`src/hw/rtl/hfe3_pkg.sv`:
```
// ============================================================================
// hfe3_pkg
// Shared types and constants for the HFE v3 track stream decoder.
// ============================================================================
`default_nettype none

package hfe3_pkg;

    // Track word limit and derived widths
    localparam int MaxWords   = 4096;
    localparam int WordsWidth = $clog2(MaxWords + 1);
    localparam int IndexWidth = 12;

    // Opcodes as seen after bit reversal
    localparam logic [7:0] OpNop        = 8'hF0;
    localparam logic [7:0] OpSetIndex   = 8'hF1;
    localparam logic [7:0] OpSetBitrate = 8'hF2;
    localparam logic [7:0] OpSkipBits   = 8'hF3;
    localparam logic [7:0] OpRand       = 8'hF4;

    // Accepted bitrate operand window
    localparam logic [7:0] BitrateLow  = 8'd64;
    localparam logic [7:0] BitrateHigh = 8'd80;

    // Result status codes
    typedef enum logic [2:0] {
        ST_WORD      = 3'd0,
        ST_BITRATE   = 3'd1,
        ST_SETINDEX  = 3'd2,
        ST_TRUNCATED = 3'd3,
        ST_BAD_SKIP  = 3'd4,
        ST_UNKNOWN   = 3'd5
    } t_status;

    // Input transaction payload
    typedef struct packed {
        logic [7:0] raw_byte;
        logic       track_start;
    } t_in_item;

    // Output transaction payload
    typedef struct packed {
        t_status                 status;
        logic [31:0]             pulse_word;
        logic [IndexWidth-1:0]   word_index;
    } t_out_item;

endpackage

`default_nettype wire

```
`src/hw/rtl/hfe_v3_track_stream_decoder_unit.sv`:
```
// ============================================================================
// hfe_v3_track_stream_decoder_unit
// Bit-reverses raw track bytes, interprets v3 opcodes and packs the kept
// bits MSB-first into 32-bit pulse words.
// ============================================================================
//
//  Channel   Signals                              Direction  Payload
//  -------   -----------------------------------  ---------  ----------------
//  in        i_in_valid / o_in_ready / i_in_data  sink       raw_byte, track_start
//  out       o_out_valid / i_out_ready / o_out_data source   status, word, index
//  cfg       i_cfg_we / i_cfg_wdata               sink       v3_mode
//
//  One transaction per cycle sustained while the output does not stall: the
//  input register feeds the decode and bit-packing logic ahead of the result
//  register.
//  i_rst_n is synchronous, active low, and clears all track state and v3_mode.
//  A stall on the output holds the decode stage, which in turn holds the
//  input register; o_in_ready falls only when both are occupied.
// ============================================================================
`default_nettype none

module hfe_v3_track_stream_decoder_unit (
    input  wire logic               i_clk,
    input  wire logic               i_rst_n,
    input  wire logic               i_cfg_we,
    input  wire logic               i_cfg_wdata,
    input  wire logic               i_in_valid,
    output logic                    o_in_ready,
    input  wire hfe3_pkg::t_in_item i_in_data,
    output logic                    o_out_valid,
    input  wire logic               i_out_ready,
    output hfe3_pkg::t_out_item     o_out_data
);

    // Configuration
    logic r_v3_mode;

    // Input register
    logic               r_in_valid;
    hfe3_pkg::t_in_item r_in;

    // Track state
    logic [31:0]                      r_shift, n_shift;
    logic [4:0]                       r_bit_count, n_bit_count;
    logic [hfe3_pkg::WordsWidth-1:0]  r_words, n_words;
    logic                             r_bitrate_pending, n_bitrate_pending;
    logic                             r_skip_pending, n_skip_pending;
    logic [2:0]                       r_skip_len, n_skip_len;
    logic                             r_halted, n_halted;

    // Result register
    logic                r_out_valid;
    hfe3_pkg::t_out_item r_out;

    // Decode stage working signals
    logic                             s_fire;
    logic [31:0]                      s_shift;
    logic [4:0]                       s_bit_count;
    logic [hfe3_pkg::WordsWidth-1:0]  s_words;
    logic                             s_bitrate_pending;
    logic                             s_skip_pending;
    logic [2:0]                       s_skip_len;
    logic                             s_halted;
    logic [7:0]                       s_byte;
    logic [7:0]                       s_bits;
    logic [3:0]                       s_nbits;
    logic                             s_data;
    logic [5:0]                       s_sum;
    logic [5:0]                       s_need;
    logic [3:0]                       s_word_shift;
    logic [3:0]                       s_keep_shift;
    logic [39:0]                      s_cat;
    logic [7:0]                       s_tail;
    logic [2:0]                       s_rem;
    logic                             s_produce;
    hfe3_pkg::t_out_item              s_result;

    // Handshakes: decode stage moves when the result slot frees up
    assign s_fire      = r_in_valid && (!r_out_valid || i_out_ready);
    assign o_in_ready  = !r_in_valid || s_fire;
    assign o_out_valid = r_out_valid;
    assign o_out_data  = r_out;

    // Configuration register
    always_ff @(posedge i_clk) begin
        if (!i_rst_n) begin
            r_v3_mode <= 1'b0;
        end else if (i_cfg_we) begin
            r_v3_mode <= i_cfg_wdata;
        end
    end

    // Input register
    always_ff @(posedge i_clk) begin
        if (!i_rst_n) begin
            r_in_valid <= 1'b0;
        end else if (o_in_ready) begin
            r_in_valid <= i_in_valid;
        end
    end

    always_ff @(posedge i_clk) begin
        if (o_in_ready && i_in_valid) begin
            r_in <= i_in_data;
        end
    end

    // Track start clears state ahead of the byte
    always_comb begin
        if (r_in.track_start) begin
            s_shift           = '0;
            s_bit_count       = '0;
            s_words           = '0;
            s_bitrate_pending = 1'b0;
            s_skip_pending    = 1'b0;
            s_skip_len        = '0;
            s_halted          = 1'b0;
        end else begin
            s_shift           = r_shift;
            s_bit_count       = r_bit_count;
            s_words           = r_words;
            s_bitrate_pending = r_bitrate_pending;
            s_skip_pending    = r_skip_pending;
            s_skip_len        = r_skip_len;
            s_halted          = r_halted;
        end
    end

    // Stored bytes are LSB-first
    always_comb begin
        for (int i = 0; i < 8; i++) begin
            s_byte[i] = r_in.raw_byte[7-i];
        end
    end

    // Decode: operands, opcodes and the data path selection
    always_comb begin
        n_shift           = s_shift;
        n_bit_count       = s_bit_count;
        n_words           = s_words;
        n_bitrate_pending = s_bitrate_pending;
        n_skip_pending    = s_skip_pending;
        n_skip_len        = s_skip_len;
        n_halted          = s_halted;
        s_produce         = 1'b0;
        s_result.status     = hfe3_pkg::ST_WORD;
        s_result.pulse_word = '0;
        s_result.word_index = s_words[hfe3_pkg::IndexWidth-1:0];
        s_data            = 1'b0;
        s_bits            = s_byte;
        s_nbits           = 4'd8;
        s_sum             = '0;
        s_need            = '0;
        s_word_shift      = '0;
        s_keep_shift      = '0;
        s_cat             = '0;
        s_tail            = '0;
        s_rem             = '0;

        priority if (s_halted) begin
            // ignore until track start
        end else if (s_words >= hfe3_pkg::WordsWidth'(hfe3_pkg::MaxWords)) begin
            n_halted        = 1'b1;
            s_produce       = 1'b1;
            s_result.status = hfe3_pkg::ST_TRUNCATED;
        end else if (s_bitrate_pending) begin
            n_bitrate_pending = 1'b0;
            if (s_byte < hfe3_pkg::BitrateLow || s_byte > hfe3_pkg::BitrateHigh) begin
                s_produce       = 1'b1;
                s_result.status = hfe3_pkg::ST_BITRATE;
            end
        end else if (s_skip_pending) begin
            n_skip_pending = 1'b0;
            if (s_byte == 8'd0 || s_byte >= 8'd8) begin
                n_halted        = 1'b1;
                s_produce       = 1'b1;
                s_result.status = hfe3_pkg::ST_BAD_SKIP;
            end else begin
                n_skip_len = s_byte[2:0];
            end
        end else if (s_skip_len != 3'd0) begin
            // partial byte: low s_skip_len bits only, even if it looks like an opcode
            s_data     = 1'b1;
            s_bits     = s_byte << (4'd8 - {1'b0, s_skip_len});
            s_nbits    = {1'b0, s_skip_len};
            n_skip_len = 3'd0;
        end else if (r_v3_mode && s_byte[7:4] == 4'hF) begin
            unique case (s_byte)
                hfe3_pkg::OpNop: begin
                end
                hfe3_pkg::OpSetIndex: begin
                    if (s_words != '0) begin
                        s_produce       = 1'b1;
                        s_result.status = hfe3_pkg::ST_SETINDEX;
                    end
                end
                hfe3_pkg::OpSetBitrate: begin
                    n_bitrate_pending = 1'b1;
                end
                hfe3_pkg::OpSkipBits: begin
                    n_skip_pending = 1'b1;
                end
                hfe3_pkg::OpRand: begin
                    s_data = 1'b1;
                    s_bits = 8'd0;
                end
                default: begin
                    n_halted        = 1'b1;
                    s_produce       = 1'b1;
                    s_result.status = hfe3_pkg::ST_UNKNOWN;
                end
            endcase
        end else begin
            s_data = 1'b1;
        end

        // Bit packing: at most one word completes per byte
        if (s_data) begin
            s_cat = {s_shift, s_bits};
            s_sum = {1'b0, s_bit_count} + {2'b00, s_nbits};
            if (s_sum >= 6'd32) begin
                s_need       = 6'd32 - {1'b0, s_bit_count};
                s_word_shift = 4'd8 - s_need[3:0];
                s_keep_shift = 4'd8 - s_nbits;
                s_rem        = s_sum[2:0];
                s_tail       = (s_bits >> s_keep_shift) & ~(8'hFF << s_rem);
                s_produce           = 1'b1;
                s_result.status     = hfe3_pkg::ST_WORD;
                s_result.pulse_word = 32'(s_cat >> s_word_shift);
                n_shift      = {24'd0, s_tail};
                n_bit_count  = {2'b00, s_rem};
                n_words      = s_words + 1'b1;
            end else begin
                s_keep_shift = 4'd8 - s_nbits;
                n_shift      = 32'(s_cat >> s_keep_shift);
                n_bit_count  = s_sum[4:0];
            end
        end
    end

    // Track state registers
    always_ff @(posedge i_clk) begin
        if (!i_rst_n) begin
            r_shift           <= '0;
            r_bit_count       <= '0;
            r_words           <= '0;
            r_bitrate_pending <= 1'b0;
            r_skip_pending    <= 1'b0;
            r_skip_len        <= '0;
            r_halted          <= 1'b0;
        end else if (s_fire) begin
            r_shift           <= n_shift;
            r_bit_count       <= n_bit_count;
            r_words           <= n_words;
            r_bitrate_pending <= n_bitrate_pending;
            r_skip_pending    <= n_skip_pending;
            r_skip_len        <= n_skip_len;
            r_halted          <= n_halted;
        end
    end

    // Result register
    always_ff @(posedge i_clk) begin
        if (!i_rst_n) begin
            r_out_valid <= 1'b0;
        end else begin
            if (i_out_ready) begin
                r_out_valid <= 1'b0;
            end
            if (s_fire && s_produce) begin
                r_out_valid <= 1'b1;
            end
        end
    end

    always_ff @(posedge i_clk) begin
        if (s_fire && s_produce) begin
            r_out <= s_result;
        end
    end

    // Checks
    a_pending_exclusive: assert property (@(posedge i_clk) disable iff (!i_rst_n)
        !(r_bitrate_pending && r_skip_pending))
        else $error("bitrate and skip operands pending together");

    a_skip_len_alone: assert property (@(posedge i_clk) disable iff (!i_rst_n)
        (r_skip_len != 3'd0) |-> (!r_bitrate_pending && !r_skip_pending))
        else $error("partial byte pending alongside an operand");

    a_words_bound: assert property (@(posedge i_clk) disable iff (!i_rst_n)
        r_words <= hfe3_pkg::WordsWidth'(hfe3_pkg::MaxWords))
        else $error("word count beyond track limit");

    a_status_word_zero: assert property (@(posedge i_clk) disable iff (!i_rst_n)
        (r_out_valid && r_out.status != hfe3_pkg::ST_WORD) |-> (r_out.pulse_word == 32'd0))
        else $error("non-word result carries pulse data");

endmodule

`default_nettype wire
```
`config.mk`:
```
export PLATFORM = sky130hd
export DESIGN_NAME = hfe_v3_track_stream_decoder_unit
export DESIGN_NICKNAME = d
export VERILOG_FILES = /design/src/hw/rtl/hfe3_pkg.sv /design/src/hw/rtl/hfe_v3_track_stream_decoder_unit.sv
export SDC_FILE = /design/constraint.sdc
export NUM_CORES = 1
export LEC_CHECK = 0
export BUFFER_PORTS_ARGS = -buffer_cell sky130_fd_sc_hd__buf_2
export CAP_MARGIN = 20
export CORE_MARGIN = 2
export CORE_UTILIZATION = 60
export CTS_BUF_LIST = sky130_fd_sc_hd__clkbuf_16
export CTS_CLUSTER_DIAMETER = 80
export DETAILED_ROUTE_END_ITERATION = 12
export PLACE_DENSITY = 0.82
export SLEW_MARGIN = 20
export SYNTH_ARGS = -nofsm -noshare
export SYNTH_HDL_FRONTEND = slang
export SYNTH_SLANG_ARGS = --single-unit
export TNS_END_PERCENT = 100
```
`constraint.sdc`:
```
create_clock -name i_clk -period 16.4 [get_ports i_clk]
set_clock_uncertainty 0.2 [all_clocks]
set_input_delay 0.82 -clock i_clk [delete_from_list [all_inputs] [get_ports i_clk]]
set_output_delay 0.82 -clock i_clk [all_outputs]
set_load 0.01 [all_outputs]
```
==> results.md <==
* Synthesized net count at 1087
* Post-CTS Resized at 0
* Routed len/inst at approximately 21 um
* Hold_buf cts at 0
* Synth top area share at 0.184
* Critical Path Most Common Cell: ha_1
* Finish-stage setup viols at 0
* RSZ-0062 raised after global routing: no
* Worst skew pair latency at approximately 0.44 ns
* Post-Synthesis Cell Area at between 9000 and 10000 um2
* CTS buffer count at 17
* Post-DP Area at approximately 9400 um2
* First-pass DRT Iterations at 8
* Sequential area share after synthesis at 0.313
* Die Area at between 15000 and 20000 um2
* F_max at 167 MHz
* Distinct cells, synth at 73
* Layout Area Growth over Synthesis at 10.2%
* Simple-gate area share of the yosys netlist at 0.201
* Final worst-path setup slack at between 10 and 15 ns
* Drc violations at 0
* WS Path Type: flip-flop to flip-flop
* Die Y at around 130 um
* Syn Inst Count at roughly 1100
* Core area at ~15000 um2
* Reg clk slew, reported paths at roughly 0.060 ns
* Port bufs at 63
* Vias at a little under 9000
* Routability cong. at about 1.0
* Post-route cell area at roughly 10000 um2
* Remaining antenna violation count after routing at 0
* Top Family by Delay on Critical Path: simple AND/OR/NAND/NOR gates
* GRT Overall Usage at 0.322
* EDFF count, synth at 56
* Relative slew slack at 0.284
* CTS tree: yes
* Diode count at 0
* Required time of the worst setup path at ~16 ns
* Pwr Density at 88.9 nW/um2
* GRT Residual Overflow at 0
* Post-synthesis average cell area at 8.62 um2
* Post-DP HPWL at roughly 17000 um
* Most area-consuming cells after synthesis: edfxtp_1, dfxtp_1, mux4_2
* Reg area at 2860 um2
* Final worst-path cycle share at 0.365
* Total setup buffers inserted after CTS at 0
* Most common cell in the netlist: nand2_1
* Seq cells post-synth at between 100 and 150
* Largest net degree at the start of global routing at 73
* Crit Path Max Fanout at 48
* CP Cell Sequence: nor2b_1, clkinv_1, ha_1, ha_1, o21bai_1, ha_1, nand2_1, o21ai_0, nand2_1, a21oi_4, buf_4
* Startpoint Class: flip-flop
* First-pass GRT wire length at 41800 um
* Post-layout min period at roughly 6 ns
* Max Slew Vio Count at 0
* Routed vias/inst at about 7.0
* Fin. Hold Viols at 0
* Antenna violations before repair at 0
* Initial Util at 0.609
* Worst Max-Slew Pin Slew at ~1.1 ns
* Fraction of layout cells with a size suffix above 1 at 0.164
* Area of the multi-input gates at 5880 um2
* Starting DRC count in detailed routing at roughly 1500
* Adder-cell share of the synthesized area at 0.0145
* Largest family of logic cells by synthesized area: compound AO/OA/AOI/OAI gates
* Post-Layout Cell Count at between 1000 and 1500
* VDD IR max at 85.0 uV
* HP Class: flip-flop to flip-flop
* Overall die width at 128 um
* Critical-path top delay cell: nand2_1
* Clock sink count at between 100 and 150
* Syn. warnings at 0
* Cell Rows at 45
* Ys async rst share at 0
* Mux contribution to synthesized area at 0.182
* Setup WS pre-CTS at between 10 and 15 ns
* CP arrival at around 5.9 ns
* Total length of routed wires at 26100 um
* Max H-tree Level at 4
* Max-Cap Viols at 0
* Compound-Gate Fraction of Synth Area at 0.231
* XOR/XNOR share of the synthesized area at 0.0105
* Pleak at between 3 and 4 nW
* Clock root buffer: clkbuf_16
* Max Root-Sink Buffers at 2
* Delay of the slowest cell on the worst path at a little over 0.8 ns
* Placed insts at around 1200
* Setup TNS at 0 ns
* Hold slack at 0.305 ns
* Outcome: finished, final reports clean
* Cell taking the most area after synthesis: edfxtp_1
* Vias in the first global route at a little over 8000
* Final #Nets at ~1100
* I/O pin count at 64
* Fillers at between 1000 and 1500
* Worst path buffer plus inverter count at 2
* Crit end category: flip-flop
* Post-synth top cells: nand2_1, nor2_1, a21oi_1
* Primary FF master, synth: dfxtp_1
==> worst reg2reg max path, delay by kind of cell, from the launching register on <==
| family | cells | cell delay, ns |
|---|---|---|
| simple gates | 3 | 1.45 |
| buf+inv | 2 | 0.93 |
| flops | 1 | 0.68 |
| fa+ha+maj | 3 | 1.12 |
| compound gates | 3 | 1.20 |
==> final cells by class <==
class                           count  area share
Multi-Input combinational cell    831       0.583
Sequential cell                   115       0.284
Clock buffer                       18      0.0447
Timing Repair Buffer               72      0.0380
Tap cell                          188      0.0233
Clock inverter                     14      0.0187
Inverter                           24     0.00893
==> metal layers <==
layer	routed length, um	vias up	global-route usage
li1	-	3999	-
met1	10700	4121	0.442
met2	11400	690	0.489
met3	3430	81	0.0976
met4	606	0	0.104
met5	0	-	0
==> final timing paths <==
check	from	end	slack (ns)	depth (start not counted)
max	r_in[0]	o_out_data[40]	10.42	11
min	r_words[1]	r_words[1]	0.31	2
max reg2reg	r_in[0]	o_out_data[40]	10.42	11
min reg2reg	r_words[1]	r_words[1]	0.31	2
==> state kept, by name (all words and copies together) (netlist names) <==
signal / count
r_v3_mode: 1
r_in_valid: 1
r_bit_count: 5
r_halted: 1
r_in: 9
r_shift: 32
r_words: 13
r_skip_len: 3
o_out_data: 47
o_out_valid: 1
r_skip_pending: 1
r_bitrate_pending: 1
==> power by group <==
part,internal (mW),switching (mW),total (mW)
sequential,0.309,0.0150,0.324
clock,0.253,0.156,0.408
combinational,0.0597,0.105,0.165
==> cell usage in the layout (no fill, tap or decap), types with 6 or more instances in the layout <==
cell type  instances
o31ai_1            7
nor3_1            20
a221oi_1           6
nand2b_1          17
ha_1               8
buf_4              9
a21oi_1           85
mux2i_1           74
buf_2             63
a211oi_1          46
mux4_2            36
nor2_1            86
o22ai_1           11
a22oi_1           11
o22a_1            12
nand3_1           19
mux2_2            10
and2_1            20
clkbuf_16         18
nor2b_1           56
xor2_1             6
edfxtp_1          56
dfxtp_1           59
o21ai_0           73
nand2_1           96
a21boi_0           6
nand4_1            7
o21a_1             9
a31oi_1            8
inv_6              6
nor4_1            12
inv_1             19
==> logic make-up (layout without fill, tap and decap cells) <==
group / count (synthesis) / after routing
mux: 120 / 120
fa+ha+maj: 10 / 10
flops: 115 / 115
compound gates: 326 / 326
simple gates: 364 / 364
xor+xnor: 11 / 11
buf+inv: 116 / 128
==> per-stage QoR <==
step,util,power [mW]
global route,0.671,0.920
finish,0.671,0.896
global placement,0.628,0.482
CTS,0.671,0.888
detailed placement,0.628,0.484
floorplan,-,0.446
Power figures use the tool's default switching activity.
